### src/rtl/core/assert_macros.svh
// Assertion macros shared by the RTL of the k-ary search block.
// No dependencies; the assertions drop out of synthesis builds.
`ifndef ASSERT_MACROS_SVH
`define ASSERT_MACROS_SVH
`ifndef SYNTHESIS
// The property must hold at every rising edge outside reset.
`define ASSERT_AT(lbl, clk, rst, prop, msg) \
  lbl: assert property (@(posedge clk) disable iff (rst) (prop)) else $error(msg);
// The expression must never be true at a rising edge outside reset.
`define ASSERT_NEVER(lbl, clk, rst, expr, msg) \
  lbl: assert property (@(posedge clk) disable iff (rst) !(expr)) else $error(msg);
`else
`define ASSERT_AT(lbl, clk, rst, prop, msg)
`define ASSERT_NEVER(lbl, clk, rst, expr, msg)
`endif
`endif

### src/rtl/core/kss_pkg.sv
// Package for the k-ary search block: sizes, control and status structs,
// and the reciprocal table used for the step division. No dependencies.
package kss_pkg;

  localparam int TABLE_DEPTH = 1024;
  localparam int MAX_ARITY   = 8;
  localparam int DATA_W      = 32;
  localparam int IDX_W       = $clog2(TABLE_DEPTH);
  // Range bounds run from -1 up to TABLE_DEPTH, so two bits over the index.
  localparam int PTR_W       = IDX_W + 2;
  localparam int CNT_W       = 11;
  localparam int ARITY_W     = 4;
  localparam int J_W         = $clog2(MAX_ARITY);
  localparam int RECIP_SHIFT = 16;
  localparam int RECIP_W     = 16;
  localparam int PROD_W      = IDX_W + RECIP_SHIFT;
  localparam int PADDR_W     = 3;
  localparam int PDATA_W     = 32;

  localparam logic [ARITY_W-1:0] ARITY_MIN = ARITY_W'(2);
  localparam logic [ARITY_W-1:0] ARITY_MAX = ARITY_W'(MAX_ARITY);
  localparam logic signed [PTR_W-1:0] PTR_ONE = PTR_W'(1);

  // Register map, by word index.
  localparam logic REG_ENTRIES = 1'b0;
  localparam logic REG_ARITY   = 1'b1;

  // Input word function codes.
  localparam logic FUNC_WRITE  = 1'b0;
  localparam logic FUNC_SEARCH = 1'b1;

  typedef struct packed {
    logic init;        // load bounds and key for a new search
    logic mul;         // form (hi-lo) * reciprocal of arity
    logic probe_start; // latch step, first probe = lo + step
    logic probe_next;  // advance to the next probe
    logic hi_probe;    // hi = probe - 1
    logic lo_probe;    // lo = probe + 1
    logic between;     // lo = previous probe + 1, hi = probe - 1
    logic hi_mid;      // hi = mid - 1
    logic lo_mid;      // lo = mid + 1
    logic sel_mid;     // read address from mid rather than probe
  } kss_cmd_t;

  typedef struct packed {
    logic range_ok;
    logic step_zero;
    logic eq;
    logic gt;
    logic lt;
    logic first;
    logic last;
    logic prev_lt;
  } kss_sts_t;

  // ceil(2^RECIP_SHIFT / k); exact floor for dividends below TABLE_DEPTH.
  function automatic logic [RECIP_W-1:0] recip(input logic [ARITY_W-1:0] k);
    logic [RECIP_W-1:0] r;
    case (k)
      4'd2:    r = 16'd32768;
      4'd3:    r = 16'd21846;
      4'd4:    r = 16'd16384;
      4'd5:    r = 16'd13108;
      4'd6:    r = 16'd10923;
      4'd7:    r = 16'd9363;
      4'd8:    r = 16'd8192;
      default: r = 16'd32768;
    endcase
    return r;
  endfunction

endpackage

### src/rtl/core/kss_ctrl.sv
// Controller of the k-ary search: one-hot sequencer over rounds and probes,
// with the binary fallback. Depends on kss_pkg.
module kss_ctrl (
  input  logic              clk,
  input  logic              rst,
  input  logic              start,
  input  logic              func,
  output logic              busy,
  output logic              done,
  output logic              found,
  output logic              wr_en,
  output kss_pkg::kss_cmd_t cmd,
  input  kss_pkg::kss_sts_t sts
);
  import kss_pkg::*;

  typedef enum logic [7:0] {
    S_IDLE  = 8'b0000_0001,
    S_ROUND = 8'b0000_0010,
    S_STEP  = 8'b0000_0100,
    S_PREAD = 8'b0000_1000,
    S_PCMP  = 8'b0001_0000,
    S_BIN   = 8'b0010_0000,
    S_BCMP  = 8'b0100_0000,
    S_DONE  = 8'b1000_0000
  } kss_state_t;

  kss_state_t state;
  kss_state_t state_next;
  logic       found_next;

  assign busy  = (state != S_IDLE);
  assign done  = (state == S_DONE);
  assign wr_en = start && !busy && (func == FUNC_WRITE);

  always_comb begin
    state_next = state;
    found_next = found;
    cmd        = '0;
    case (state)
      S_IDLE: begin
        if (start && (func == FUNC_SEARCH)) begin
          cmd.init   = 1'b1;
          state_next = S_ROUND;
        end
      end
      S_ROUND: begin
        if (!sts.range_ok) begin
          found_next = 1'b0;
          state_next = S_DONE;
        end else begin
          cmd.mul    = 1'b1;
          state_next = S_STEP;
        end
      end
      S_STEP: begin
        if (sts.step_zero) begin
          state_next = S_BIN;
        end else begin
          cmd.probe_start = 1'b1;
          state_next      = S_PREAD;
        end
      end
      S_PREAD: begin
        state_next = S_PCMP;
      end
      S_PCMP: begin
        if (!sts.first && sts.prev_lt && sts.gt) begin
          cmd.between = 1'b1;
          state_next  = S_ROUND;
        end else if (sts.eq) begin
          found_next = 1'b1;
          state_next = S_DONE;
        end else if (sts.first && sts.gt) begin
          cmd.hi_probe = 1'b1;
          state_next   = S_ROUND;
        end else if (sts.last && sts.lt) begin
          cmd.lo_probe = 1'b1;
          state_next   = S_ROUND;
        end else if (sts.last) begin
          found_next = 1'b0;
          state_next = S_DONE;
        end else begin
          cmd.probe_next = 1'b1;
          state_next     = S_PREAD;
        end
      end
      S_BIN: begin
        cmd.sel_mid = 1'b1;
        if (!sts.range_ok) begin
          found_next = 1'b0;
          state_next = S_DONE;
        end else begin
          state_next = S_BCMP;
        end
      end
      S_BCMP: begin
        if (sts.eq) begin
          found_next = 1'b1;
          state_next = S_DONE;
        end else if (sts.gt) begin
          cmd.hi_mid = 1'b1;
          state_next = S_BIN;
        end else begin
          cmd.lo_mid = 1'b1;
          state_next = S_BIN;
        end
      end
      S_DONE: begin
        state_next = S_IDLE;
      end
      default: begin
        state_next = S_IDLE;
      end
    endcase
  end

  always_ff @(posedge clk) begin
    if (rst) begin
      state <= S_IDLE;
      found <= 1'b0;
    end else begin
      state <= state_next;
      found <= found_next;
    end
  end

endmodule

### config.mk
export PLATFORM = sky130hd
export DESIGN_NAME = kss_ctrl
export DESIGN_NICKNAME = d
export VERILOG_FILES = /design/src/rtl/core/assert_macros.svh /design/src/rtl/core/kss_pkg.sv /design/src/rtl/core/kss_ctrl.sv
export SDC_FILE = /design/constraint.sdc
export NUM_CORES = 1
export LEC_CHECK = 0
export ABC_AREA = 1
export BUFFER_PORTS_ARGS = -buffer_cell sky130_fd_sc_hd__buf_4
export CELL_PAD_IN_SITES_DETAIL_PLACEMENT = 0
export CELL_PAD_IN_SITES_GLOBAL_PLACEMENT = 1
export CORE_ASPECT_RATIO = 1.4
export CORE_UTILIZATION = 33
export DETAILED_ROUTE_END_ITERATION = 10
export GPL_ROUTABILITY_DRIVEN = 1
export GPL_TIMING_DRIVEN = 0
export PLACE_DENSITY = 0.83
export SLEW_MARGIN = 10
export SYNTH_ARGS = -nofsm -noshare
export SYNTH_HDL_FRONTEND = slang
export SYNTH_SLANG_ARGS = --single-unit
### constraint.sdc
create_clock -name clk -period 3.4 [get_ports clk]
set_input_delay 0.51 -clock clk [delete_from_list [all_inputs] [get_ports clk]]
set_output_delay 0.51 -clock clk [all_outputs]
set_load 0.01 [all_outputs]
==> metrics.yaml <==
antenna_found_initial: 0
numCtsBuffers: 3
grt_pass1_vias: 639
dieHeight_um: 54.94
cts_sinks: 9
grt_overflow: 0
worst-path-buf-inv: 3
fillCellCount: 202
total_power_uw: 317.1
cp.arrival_ns: 1.46
cts.htree.levels: 1
cp_data_required_time_ns: 2.89
critPathLaunchType: "flip-flop"
rsz0062_at_grt: "false"
rows: 18
finalCritPeriodShare_pct: 58.02
postCtsSetupBuffers: 0
async_flop_share_pct: 0
cts_root_buffer: "clkbuf_4"
path_clk_slew_ns: 0.06
worstMarginPinSlew_ns: 0.3891
crit_path_top_delay_cell: "dfxtp_1"
die_w_um: 39.82
grt_max_degree: 8
syn_inst: 106
vias_per_cell: 4.819
syn-num-nets: 118
dpl.hpwl_mm: 1.369
numPortBuffers: 25
yosysWarnings: 0
hold_class: "in -> reg"
outcome: "finished clean"
fin_crit_ns: 1.973
layout-drive-gt1-share_pct: 33.33
slowest_delay_ns: 0.34
yosys_register_bits: 9
vias: 747
worstPathCellList: "nor2_2 > nand2_1 > inv_2 > nand4_2 > or2_1 > inv_1 > buf_4"
power_leakage_nw: 0.4878
fin_skew_ns: 0.004323
dieArea_mm2: 0.002187
routabilityCongestion: 0.7451
setup_tns_ns: 0
areaGrowthSynthToFinish_pct: 36.17
reg2reg_slack_ns: 2.14
postRouteAntennaNets: 0
endpoint_kind: "output pin"
core-area_mm2: 0.001824
cts_tree: "yes"
drc: 0
diodes: 0
dr.pass1.iters: 4
grt_pass1_wl_mm: 2.587
r2r-start: "state[0]$_SDFFE_PP1P_"
start_util_pct: 36.21
drt-initial-drc-count: 9
ir_worst_vdd_v: 0.0001491
cts_buffer_depth: 2
maxSlewHeadroom_pct: 73.82
crit_family: "simple AND/OR/NAND/NOR gates"
crit_type: "reg -> out"
cts_resized: 0
setup_viol: 0
synth.avg_cell_area_um2: 6.232
ctsHoldBuffers: 0
io_pins: 26
ys_seq_area_share_pct: 27.27
ys.flop_type: "dfxtp_1"
wl_per_cell_um: 10.10
nets: 148
report.final.slew_viol_count: 0
synth_edf_count: 0
min-delay-start: "rst"
p_per_area_mw_per_mm2: 352.5
syn_area_um2: 660.6
hold_viol: 0
path_max_fanout: 4
synth.distinct_cells: 22
groute.usage.overall_pct: 17.29
fmax_ghz: 0.5069
crit_start: "state[4]$_SDFFE_PP0P_"
wl_mm: 1.565
clock_latency_ns: 0.26
cap_violations: 0
-- Yosys cell counts (2+ instances only) --
library cell,number,area share [%]
nand2_2,3,2.8
a21oi_1,3,2.3
nor3_1,5,3.8
nor2_1,15,8.5
nor2_4,2,3.4
nand2_1,21,12
inv_2,5,2.8
inv_1,16,9.1
nand4_1,2,1.9
dfxtp_1,9,27
nand3_1,11,8.3
nand3b_1,2,2.3
nor2_2,3,2.8
-- final timing paths --
path,end,cells after the start
max,cmd[7],7
min,state[3]$_SDFFE_PP0P_,2
max reg2reg,found$_SDFFE_PP0P_,6
min reg2reg,found$_SDFFE_PP0P_,4
-- worst reg2reg max path, cell delays in order (launching register included) --
cell	delay [ns]
dfxtp_1	0.36
nor2_2	0.17
nand4_1	0.20
nand2_1	0.15
nand2_2	0.08
a21oi_1	0.14
nor2_1	0.05
-- routing by layer --
layer / track usage, % / wire (um) / vias to the layer above
li1: - / - / 391
met1: 18.81 / 625 / 326
met2: 31.97 / 839 / 26
met3: 0.4000 / 63 / 4
met4: 10.34 / 36 / 0
met5: 0 / 0 / -
-- cells in the final DEF (no fill, tap or decap), drive strengths merged --
cell type	instances
buf	25
nand2	24
inv	21
nor2	20
nand3	12
dfxtp	9
nor3	5
a21oi	4
clkbuf	4
nand4	4
nand3b	2
o21ai	1
or2	1
o21bai	1
nor4	1
nand2b	1
-- stage by stage --
stage	instance area, um2	setup slack (ns)	std cells	hold WS (ns)	utilization, %
after detailed placement	873.3	1.696	151	0.5444	47.87
after CTS	899.6	1.413	155	0.4537	49.31
after global placement	873.3	1.696	151	0.5352	47.87
after global routing	899.6	1.314	155	0.4623	49.31
final	899.6	1.427	155	0.4538	49.31
after floorplan	660.6	1.870	106	0.5674	-
-- flip-flops by register name (all words and copies together) (netlist names) --
signal	flops
found	1
state	8
-- area by class of cell --
cell class / count / area [um2] / share of cell area (%)
clock buffer: 4 / 26.28 / 2.921
inverter: 21 / 78.83 / 8.762
multi-input combinational: 76 / 401.6 / 44.65
sequential: 9 / 180.2 / 20.03
tap: 20 / 25.02 / 2.782
timing repair buffer: 25 / 187.7 / 20.86
-- report_power, final --
group / internal [mW] / leakage (nW) / total (mW) / switching [mW]
combinational: 0.0493 / 0.400 / 0.111 / 0.0621
clock: 0.0453 / 0.0150 / 0.0838 / 0.0385
sequential: 0.113 / 0.0729 / 0.122 / 0.00887
-- logic make-up (layout without fill, tap and decap cells) --
kind of cell / Yosys count / count (layout) / synth area share [%]
simple gates: 70 / 70 / 55.30
compound gates: 6 / 6 / 5.492
buf+inv: 21 / 50 / 11.93
flops: 9 / 9 / 27.27
Power figures use the tool's default switching activity.
