## src/rtl/core/assert_macros.svh

```systemverilog
// Assertion macros shared by the RTL of the k-ary search block.
// No dependencies; the assertions drop out of synthesis builds.
`ifndef ASSERT_MACROS_SVH
`define ASSERT_MACROS_SVH
`ifndef SYNTHESIS
// The property must hold at every rising edge outside reset.
`define ASSERT_AT(lbl, clk, rst, prop, msg) \
  lbl: assert property (@(posedge clk) disable iff (rst) (prop)) else $error(msg);
// The expression must never be true at a rising edge outside reset.
`define ASSERT_NEVER(lbl, clk, rst, expr, msg) \
  lbl: assert property (@(posedge clk) disable iff (rst) !(expr)) else $error(msg);
`else
`define ASSERT_AT(lbl, clk, rst, prop, msg)
`define ASSERT_NEVER(lbl, clk, rst, expr, msg)
`endif
`endif

```

## src/rtl/core/kss_pkg.sv

```systemverilog
// Package for the k-ary search block: sizes, control and status structs,
// and the reciprocal table used for the step division. No dependencies.
package kss_pkg;

  localparam int TABLE_DEPTH = 1024;
  localparam int MAX_ARITY   = 8;
  localparam int DATA_W      = 32;
  localparam int IDX_W       = $clog2(TABLE_DEPTH);
  // Range bounds run from -1 up to TABLE_DEPTH, so two bits over the index.
  localparam int PTR_W       = IDX_W + 2;
  localparam int CNT_W       = 11;
  localparam int ARITY_W     = 4;
  localparam int J_W         = $clog2(MAX_ARITY);
  localparam int RECIP_SHIFT = 16;
  localparam int RECIP_W     = 16;
  localparam int PROD_W      = IDX_W + RECIP_SHIFT;
  localparam int PADDR_W     = 3;
  localparam int PDATA_W     = 32;

  localparam logic [ARITY_W-1:0] ARITY_MIN = ARITY_W'(2);
  localparam logic [ARITY_W-1:0] ARITY_MAX = ARITY_W'(MAX_ARITY);
  localparam logic signed [PTR_W-1:0] PTR_ONE = PTR_W'(1);

  // Register map, by word index.
  localparam logic REG_ENTRIES = 1'b0;
  localparam logic REG_ARITY   = 1'b1;

  // Input word function codes.
  localparam logic FUNC_WRITE  = 1'b0;
  localparam logic FUNC_SEARCH = 1'b1;

  typedef struct packed {
    logic init;        // load bounds and key for a new search
    logic mul;         // form (hi-lo) * reciprocal of arity
    logic probe_start; // latch step, first probe = lo + step
    logic probe_next;  // advance to the next probe
    logic hi_probe;    // hi = probe - 1
    logic lo_probe;    // lo = probe + 1
    logic between;     // lo = previous probe + 1, hi = probe - 1
    logic hi_mid;      // hi = mid - 1
    logic lo_mid;      // lo = mid + 1
    logic sel_mid;     // read address from mid rather than probe
  } kss_cmd_t;

  typedef struct packed {
    logic range_ok;
    logic step_zero;
    logic eq;
    logic gt;
    logic lt;
    logic first;
    logic last;
    logic prev_lt;
  } kss_sts_t;

  // ceil(2^RECIP_SHIFT / k); exact floor for dividends below TABLE_DEPTH.
  function automatic logic [RECIP_W-1:0] recip(input logic [ARITY_W-1:0] k);
    logic [RECIP_W-1:0] r;
    case (k)
      4'd2:    r = 16'd32768;
      4'd3:    r = 16'd21846;
      4'd4:    r = 16'd16384;
      4'd5:    r = 16'd13108;
      4'd6:    r = 16'd10923;
      4'd7:    r = 16'd9363;
      4'd8:    r = 16'd8192;
      default: r = 16'd32768;
    endcase
    return r;
  endfunction

endpackage

```

## src/rtl/core/kss_dpath.sv

```systemverilog
// Datapath of the k-ary search: bounds, step, probe pointer and compare.
// Depends on kss_pkg.
module kss_dpath (
  input  logic                          clk,
  input  kss_pkg::kss_cmd_t             cmd,
  output kss_pkg::kss_sts_t             sts,
  input  logic [kss_pkg::CNT_W-1:0]     entries_in_use,
  input  logic [kss_pkg::ARITY_W-1:0]   arity,
  input  logic [kss_pkg::DATA_W-1:0]    search_key,
  input  logic [kss_pkg::DATA_W-1:0]    rdata,
  output logic [kss_pkg::IDX_W-1:0]     raddr
);
  import kss_pkg::*;

  logic signed [PTR_W-1:0]  lo;
  logic signed [PTR_W-1:0]  hi;
  logic signed [PTR_W-1:0]  probe;
  logic signed [PTR_W-1:0]  prev_probe;
  logic signed [DATA_W-1:0] key;
  logic [PROD_W-1:0]        prod;
  logic [IDX_W-1:0]         step;
  logic [J_W-1:0]           j;
  logic                     prev_lt;

  logic [CNT_W-1:0]         n;
  logic [ARITY_W-1:0]       kk;
  logic signed [PTR_W-1:0]  diff;
  logic signed [PTR_W-1:0]  mid;
  logic [IDX_W-1:0]         step_c;
  logic signed [DATA_W-1:0] v;

  // Clamp the count to the table and the arity to its legal range.
  assign n  = (entries_in_use > CNT_W'(TABLE_DEPTH)) ? CNT_W'(TABLE_DEPTH) : entries_in_use;
  assign kk = (arity < ARITY_MIN) ? ARITY_MIN : ((arity > ARITY_MAX) ? ARITY_MAX : arity);

  assign diff   = hi - lo;
  assign mid    = lo + (diff >>> 1);
  assign step_c = prod[PROD_W-1 -: IDX_W];
  assign v      = $signed(rdata);

  assign raddr = cmd.sel_mid ? mid[IDX_W-1:0] : probe[IDX_W-1:0];

  assign sts.range_ok  = (lo <= hi);
  assign sts.step_zero = (step_c == '0);
  assign sts.eq        = (v == key);
  assign sts.gt        = (v > key);
  assign sts.lt        = (v < key);
  assign sts.first     = (j == '0);
  assign sts.last      = (j == J_W'(kk - ARITY_MIN));
  assign sts.prev_lt   = prev_lt;

  always_ff @(posedge clk) begin
    if (cmd.init) begin
      lo  <= '0;
      hi  <= PTR_W'(n) - PTR_ONE;
      key <= $signed(search_key);
    end
    if (cmd.mul) begin
      prod <= PROD_W'(diff[IDX_W-1:0]) * PROD_W'(recip(kk));
    end
    if (cmd.probe_start) begin
      step    <= step_c;
      probe   <= lo + PTR_W'(step_c);
      j       <= '0;
      prev_lt <= 1'b0;
    end
    if (cmd.probe_next) begin
      prev_probe <= probe;
      probe      <= probe + PTR_W'(step);
      j          <= j + J_W'(1);
      prev_lt    <= sts.lt;
    end
    if (cmd.hi_probe) begin
      hi <= probe - PTR_ONE;
    end
    if (cmd.lo_probe) begin
      lo <= probe + PTR_ONE;
    end
    if (cmd.between) begin
      lo <= prev_probe + PTR_ONE;
      hi <= probe - PTR_ONE;
    end
    if (cmd.hi_mid) begin
      hi <= mid - PTR_ONE;
    end
    if (cmd.lo_mid) begin
      lo <= mid + PTR_ONE;
    end
  end

endmodule

```

## config.mk

```make
export PLATFORM = sky130hd
export DESIGN_NAME = kss_dpath
export DESIGN_NICKNAME = d
export VERILOG_FILES = /design/src/rtl/core/assert_macros.svh /design/src/rtl/core/kss_pkg.sv /design/src/rtl/core/kss_dpath.sv
export SDC_FILE = /design/constraint.sdc
export NUM_CORES = 1
export LEC_CHECK = 0
export BUFFER_PORTS_ARGS = -buffer_cell sky130_fd_sc_hd__buf_2
export CAP_MARGIN = 30
export CORE_ASPECT_RATIO = 1.1
export CORE_MARGIN = 2
export CORE_UTILIZATION = 25
export DETAILED_ROUTE_END_ITERATION = 10
export PLACE_DENSITY_LB_ADDON = 0.15
export SLEW_MARGIN = 10
export SYNTH_ARGS = -nofsm -noshare
export SYNTH_HDL_FRONTEND = slang
export SYNTH_SLANG_ARGS = --single-unit
```

## constraint.sdc

```tcl
create_clock -name clk -period 10.5 [get_ports clk]
set_input_delay 2.1 -clock clk [delete_from_list [all_inputs] [get_ports clk]]
set_output_delay 2.1 -clock clk [all_outputs]
set_load 0.05 [all_outputs]
```

==> results_dict.tcl, run 1 <==
set metrics [dict create \
    status "completed" \
    fin_crit_sh_pct 84.6 \
    drive_gt1_share_pct 11.8 \
    cts_max_level 3 \
    syn_avg_cell_area_sq_um 9.54 \
    stdcell_count 2037 \
    synth_cell_types 65 \
    max_freq_mhz 113 \
    crit_type "primary input to register" \
    ant_nets 0 \
    antenna_found_initial 0 \
    place_ws_ns 1.26 \
    critPathMaxFanout 10 \
    route.detailed.drc 0 \
    max_stage_delay_ns 0.58 \
    synth-seq-area-share_pct 25.5 \
    synth_edf_count 104 \
    grt_setup_unrepaired "false" \
    die_w_um 215 \
    drtIter0Drc 542 \
    fillers 5342 \
    crit_top_cell "fa_1" \
    dp_cells 2021 \
    fin_skew_ns 0.0146 \
    yosys.area.top_type "edfxtp_1" \
    cp_cell_sequence "buf_2 > nor2b_1 > o21a_1 > nand2_1 > nor2_1 > inv_1 > fa_1 > inv_1 > fa_1 > fa_1 > fa_1 > inv_1 > fa_1 > inv_1 > ha_1 > and3_1 > and3_1 > a21o_1 > a221oi_2 > a21oi_1 > o31a_1 > o21a_1 > a211oi_2 > xnor2_1" \
    yosys-top-cells-area "edfxtp_1 (25%), fa_1 (18%), ha_1 (15%)" \
    worstPathArrival_ns 9.01 \
    fp-row-count 85 \
    netlist.area_leader.share_pct 25.5 \
    root_buffer "clkbuf_16" \
    grt_pass1_vias 9748 \
    grt_pass1_wl_um 58000 \
    final-hold-violation-count 0 \
    clockBufferDepth 2 \
    worstSetupStartpointType "primary input" \
    slew_violations 0 \
    slew_headroom_pct 33.8 \
    post_cts_resized 0 \
    layout_setup_ws_ns 1.61 \
    max_cap_viol_count 0 \
    finalSetupTns_ns 0 \
    finalSetupViolCount 0 \
    io_buffer_count 107 \
    dr.pass1.iters 5 \
    cts_setup_buffers 0 \
    wl_per_cell_um 18.2 \
    synth_nets 1630 \
    synthFlopType "edfxtp_1" \
    worstMarginPinSlew_ns 0.990 \
    ios 108 \
    syn_area_sq_um 12300 \
    slowest_stage "fa_1" \
    synthArstFlopShare_pct 0 \
    die_h_um 236 \
    hpwl_um 30700 \
    synth.ff_latch_count 104 \
    path_clk_slew_ns 0.09 \
    viasPerCell 4.56 \
    end_kind "register" \
    yosys_warnings 0 \
    grt_max_degree 38 \
    placeableCoreArea_sq_um 48700 \
    clock_latency_ns 0.37 \
    track_usage_pct 15.0 \
    overflow 0 \
    diodes 0 \
    critPathRequiredTime_ns 10.62 \
    cts_tree "done" \
    die_area_sq_um 50800 \
    area_growth_pct 13.1 \
    cts_buffers 9 \
    synth_cells 1284 \
    hold_buffers 0 \
    r2r_slack_ns 1.79 \
    nNetsFinal 1726 \
    totalWireLength_um 37100 \
    start_util_pct 25.2 \
    vias 9291 \
    routabilityCongestion 0.906 \
    fin_crit_ns 8.89 \
    hp-class "register to register" \
    clock_sinks 104 \
]
==> Yosys cell counts (26+ instances only) <==
master    number
inv_1        194
ha_1         143
fa_1         113
nand2_1      112
edfxtp_1     104
nor2_1       103
xnor2_1       61
a21oi_1       59
xor2_1        36
o21ai_0       34
a21o_1        30
nand3_1       27
nor3_1        26
==> worst max-delay path, delay by kind of cell <==
kind	cells	cell delay, ns
AO/OA/AOI/OAI	7	2.06
XOR/XNOR	1	0.09
adder cells (fa/ha/maj)	6	2.99
AND/OR/NAND/NOR	5	1.17
buffers and inverters	5	0.57
==> metrics by stage <==
stage / utilization [%] / area (sq um) / hold slack, ns
after detailed placement: 27.8 / 13500 / 0.536
after global placement: 27.8 / 13500 / 0.534
after CTS: 28.5 / 13900 / 0.558
after floorplan: - / 12300 / 0.424
final: 28.5 / 13900 / 0.544
after global routing: 28.5 / 13900 / 0.583
==> flip-flops by register name (all words and copies together), names as in the netlist <==
signal / flops
step: 10
prev_lt: 1
key: 32
probe: 12
hi: 12
prev_probe: 12
lo: 12
prod: 10
j: 3
==> final cells by class <==
cell class                      instances  area (sq um)  area share, %
Tap cell                              652           816           5.89
Inverter                              198           743           5.36
Timing Repair Buffer                  115           596           4.30
Clock inverter                          7          96.3          0.695
Clock buffer                            9           225           1.62
Sequential cell                       104          3120           22.5
Multi-Input combinational cell        952          8260           59.6
==> routing by layer <==
layer / vias to the layer above / global-route usage (%) / share of wire (%) / wire (um)
met5: - / 0 / 0 / 0
met4: 0 / 4.41 / 2.4 / 908
met3: 33 / 2.05 / 3.9 / 1430
met2: 195 / 25.4 / 48 / 17800
met1: 4543 / 19.8 / 46 / 16900
li1: 4520 / - / - / -
==> final timing paths <==
path         startpoint  endpoint  cells after the start
min reg2reg    prod[19]   step[3]                      0
max reg2reg       lo[0]  prod[25]                     28
min            prod[19]   step[3]                      0
max            arity[0]  prod[25]                     24
==> cells in the final DEF, fill, tap and decap left out, types with 12 or more instances in the layout <==
cell type  count
a21o_1        30
a21oi_1       59
and3_1        16
buf_2        107
edfxtp_1     104
fa_1         113
ha_1         143
inv_1        194
nand2_1      112
nand2b_1      22
nand3_1       27
nor2_1       103
nor2b_1       16
nor3_1        26
o21a_1        12
o21ai_0       34
xnor2_1       61
xor2_1        36
==> cell families after synthesis <==
group                    after synthesis  share of synthesized area (%)
AO/OA/AOI/OAI                        206                           11.0
buffers and inverters                228                           7.07
XOR/XNOR                             102                           7.60
flip-flops                           104                           25.5
multiplexers                          15                           1.31
AND/OR/NAND/NOR                      373                           14.4
adder cells (fa/ha/maj)              256                           33.1
Power of run 1 is left out: the tool's default activity adds up to more than one toggle a clock period on the data nets, which glitch-free logic cannot reach.
==> inputs of run 2 (changes only) <==
- clock period: 10.5 -> 9.27 ns (I/O delays scaled with it)
==> run 2 against run 1 <==
  * Critical path depth fell by 1
  * Wire length fell by 0.11%
  * Sequential share of layout area fell by 0.083 points
  * Design area rose by 0.37%
  * Global-route usage barely moved
  * Register-to-register slack got worse by 0.60 ns
  * Die area did not move
  * First-iteration DRC count fell by 3.9%
  * Count of clock-buffer cells in the layout did not move
  * Critical path type unchanged
  * Highest routed layer unchanged
==> results_dict.tcl, run 2 (synthesis results as in run 1) <==
set metrics [dict create \
    clockBufferDepth 2 \
    crit_type "primary input to register" \
    cts_buffers 9 \
    finalSetupTns_ns 0 \
    track_usage_pct 15.0 \
    hold_buffers 0 \
    grt_setup_unrepaired "false" \
    totalWireLength_um 37100 \
    worst-path-stages 23 \
    cts_setup_buffers 0 \
    finalSetupViolCount 0 \
    area_growth_pct 13.6 \
    status "completed" \
    whs_path_depth 0 \
    largest-register "key" \
    placeableCoreArea_sq_um 48700 \
    ant_nets 0 \
    vias 9410 \
    cts_max_level 3 \
    slew_violations 0 \
    viasPerCell 4.60 \
    hpwl_um 31000 \
    r2r.worst_path.cells 30 \
    antenna_found_initial 1 \
    slew_headroom_pct 40.3 \
    overflow 0 \
    die_area_sq_um 50800 \
    final-hold-violation-count 0 \
    critical-path-top-delay-family "adder cells" \
    drive_gt1_share_pct 12.5 \
    crit_top_cell "fa_1" \
    fin_crit_ns 8.29 \
    die_w_um 215 \
    fin_skew_ns 0.0108 \
    place_ws_ns 0.647 \
    worstPathArrival_ns 8.42 \
    final_cell_mix "inv_1 (194), ha_1 (143), fa_1 (113), nand2_1 (112), buf_2 (107)" \
    fp-row-count 85 \
    fin_crit_sh_pct 89.4 \
    clock_latency_ns 0.38 \
    max_cap_viol_count 0 \
    path_buf_inv 4 \
    worstMarginPinSlew_ns 0.895 \
    slowest_stage "fa_1" \
    route.detailed.drc 0 \
    die_h_um 236 \
    diodes 0 \
    critPathMaxFanout 6 \
    grt_pass1_vias 9857 \
    post_cts_resized 0 \
    cp_cell_sequence "buf_2 > nor2b_1 > o21ai_0 > a21oi_1 > nand2_1 > fa_1 > inv_1 > fa_1 > fa_1 > fa_1 > inv_1 > fa_1 > inv_1 > ha_1 > and3_1 > and3_1 > a21o_1 > a221oi_2 > a21oi_1 > o31a_1 > o21a_1 > a211oi_2 > xnor2_1" \
    final_common_cell "inv_1" \
    io_buffer_count 107 \
    end_kind "register" \
    wl_per_cell_um 18.1 \
    grt_max_degree 38 \
    worstSetupStartpointType "primary input" \
    cts_tree "done" \
    layout_setup_ws_ns 0.984 \
    path_clk_slew_ns 0.08 \
    grt_pass1_wl_um 57800 \
    critPathRequiredTime_ns 9.40 \
    root_buffer "clkbuf_16" \
    max_freq_mhz 121 \
    dr.pass1.iters 5 \
    hp-class "register to register" \
    ios 108 \
    start_util_pct 25.2 \
    routabilityCongestion 0.898 \
    nNetsFinal 1736 \
    clock_sinks 104 \
    largest_reg_flops 32 \
    max_stage_delay_ns 0.59 \
    drtIter0Drc 521 \
]
==> run 2: cell count changes in the layout (fill, tap and decap cells not counted), sizes merged <==
cell / previous run / this run
bufinv: 1 / 0
clkinvlp: 1 / 0
buf: 115 / 125
clkinv: 3 / 5
==> run 2: final timing paths <==
| path | start | end | slack, ns |
|---|---|---|---|
| worst min-delay path | prod[19] | step[3] | 0.52 |
| worst max register to register | lo[0] | prod[25] | 1.19 |
| worst max-delay path | arity[0] | prod[25] | 0.98 |
| worst min register to register | prod[19] | step[3] | 0.52 |
==> run 2: area by class of cell <==
cell class	instances	area [sq um]
sequential	104	3120
timing repair buffer	125	671
clock buffer	9	225
fill	5306	34800
inverter	198	743
multi-input combinational	952	8260
clock inverter	7	72.6
tap	652	816
==> run 2: stage by stage <==
step | cells | hold slack (ns) | utilization [%] | cell area (sq um)
after global routing | 2047 | 0.538 | 28.6 | 13900
after detailed placement | 2031 | 0.507 | 28.0 | 13600
after global placement | 2031 | 0.508 | 28.0 | 13600
after floorplan | 1284 | 0.424 | - | 12300
final | 2047 | 0.521 | 28.6 | 13900
after CTS | 2047 | 0.527 | 28.6 | 13900
==> run 2: layer usage <==
metal	vias up	track usage, %	part of all wire [%]
li1	4539	-	-
met1	4601	19.5	45
met2	223	25.0	47
met3	47	1.91	4.2
met4	0	6.39	3.7
met5	-	0	0
Power of run 2 is left out for the same reason.
==> inputs of run 3 (changes only) <==
- CELL_PAD_IN_SITES_DETAIL_PLACEMENT: default -> 0
- CELL_PAD_IN_SITES_GLOBAL_PLACEMENT: default -> 1
==> run 3 against run 2 <==
  * Clock skew shrank 0.00068 ns
  * Cell count up 0.24%
  * Critical path depth is 9 higher
  * Highest routed layer unchanged
  * Non-clock buffer count rose by 4
  * Utilization is 0.051 points higher
  * Wire length grew 4.8%
  * Count of clock-buffer cells in the layout up 1
  * Setup slack got worse by 0.0092 ns
  * Global-route usage up 0.75 points
  * Register-to-register slack worse by 0.22 ns
  * Via count decreased by 1.8%
==> results_dict.tcl, run 3 (synthesis results as in run 1) <==
set metrics [dict create \
    fin_crit_ns 8.30 \
    io_buffer_count 107 \
    nNetsFinal 1740 \
    vias 9236 \
    totalWireLength_um 38900 \
    path_clk_slew_ns 0.08 \
    largest_reg_flops 32 \
    routabilityCongestion 0.888 \
    cts_buffers 9 \
    crit_top_cell "fa_1" \
    drive_gt1_share_pct 12.7 \
    final_cell_mix "inv_1 (194), ha_1 (143), fa_1 (113), nand2_1 (112), buf_2 (107)" \
    hp-class "register to register" \
    root_buffer "clkbuf_16" \
    hpwl_um 32500 \
    drtIter0Drc 383 \
    dr.pass1.iters 5 \
    final_core_util_pct 28.6 \
    finalSetupViolCount 0 \
    grt_setup_unrepaired "false" \
    max_stage_delay_ns 0.55 \
    slew_headroom_pct 46.0 \
    final-hold-violation-count 0 \
    grt_pass1_vias 9653 \
    start_util_pct 25.2 \
    layout_setup_ws_ns 0.975 \
    placeableCoreArea_sq_um 48700 \
    grt_max_degree 38 \
    largest-register "key" \
    die_h_um 236 \
    crit_type "register to register" \
    max_freq_mhz 121 \
    cts_max_level 3 \
    antenna_found_initial 0 \
    wl_per_cell_um 18.9 \
    worstMarginPinSlew_ns 0.808 \
    ios 108 \
    area_growth_pct 13.8 \
    ant_nets 0 \
    clock_latency_ns 0.38 \
    critPathMaxFanout 8 \
    worstSetupStartpointType "register" \
    grt_pass1_wl_um 59900 \
    max_cap_viol_count 0 \
    fin_skew_ns 0.0101 \
    die_w_um 215 \
    cts_tree "done" \
    hold_buffers 0 \
    final_common_cell "inv_1" \
    clockBufferDepth 2 \
    finalSetupTns_ns 0 \
    status "completed" \
    slew_violations 0 \
    fin_crit_sh_pct 89.5 \
    cts_setup_buffers 0 \
    viasPerCell 4.50 \
    post_cts_resized 0 \
    clock_sinks 104 \
    critPathRequiredTime_ns 9.40 \
    track_usage_pct 15.7 \
    overflow 0 \
    route.detailed.drc 0 \
    worstPathArrival_ns 8.43 \
    place_ws_ns 0.664 \
    slowest_stage "fa_1" \
    fp-row-count 85 \
    end_kind "register" \
    die_area_sq_um 50800 \
]
-- run 3: critical path, delay by kind of cell, from the launching register on --
kind / cells / cell delay, ns
and+or+nand+nor: 5 / 0.75
AOI/OAI and AO/OA: 11 / 2.43
adders and majority gates: 8 / 3.61
buffers and inverters: 6 / 0.61
xor gates and xnor gates: 2 / 0.19
DFF: 1 / 0.45
-- run 3: final timing paths --
check	end	cells past startpoint	slack, ns	startpoint
worst max-delay path	prod[25]	32	0.97	lo[0]
worst min-delay path	step[3]	0	0.49	prod[19]
worst max register to register	prod[25]	32	0.97	lo[0]
worst min register to register	step[3]	0	0.49	prod[19]
-- run 3: layout make-up --
class,count,area (sq um)
clock inverters,6,61.3
multi-input cells,952,8260
diodes,1,2.50
inverters,198,743
well taps,652,816
flip-flops and latches,104,3120
repair buffers,129,701
clock buffers,10,229
fillers,5306,34800
-- run 3: through the flow --
step,std cells,hold slack [ns],cell area [sq um]
floorplan,1284,0.424,12300
global placement,2035,0.477,13600
detailed placement,2035,0.482,13600
CTS,2051,0.502,13900
global route,2051,0.540,13900
finish,2052,0.492,13900
-- run 3: per-layer routing --
layer,up-vias,GRT usage (%),wire [um]
li1,4558,-,-
met1,4515,20.8,18000
met2,142,27.7,19300
met3,21,1.46,1020
met4,0,3.93,536
met5,-,0,0
Power of run 3 is left out for the same reason.
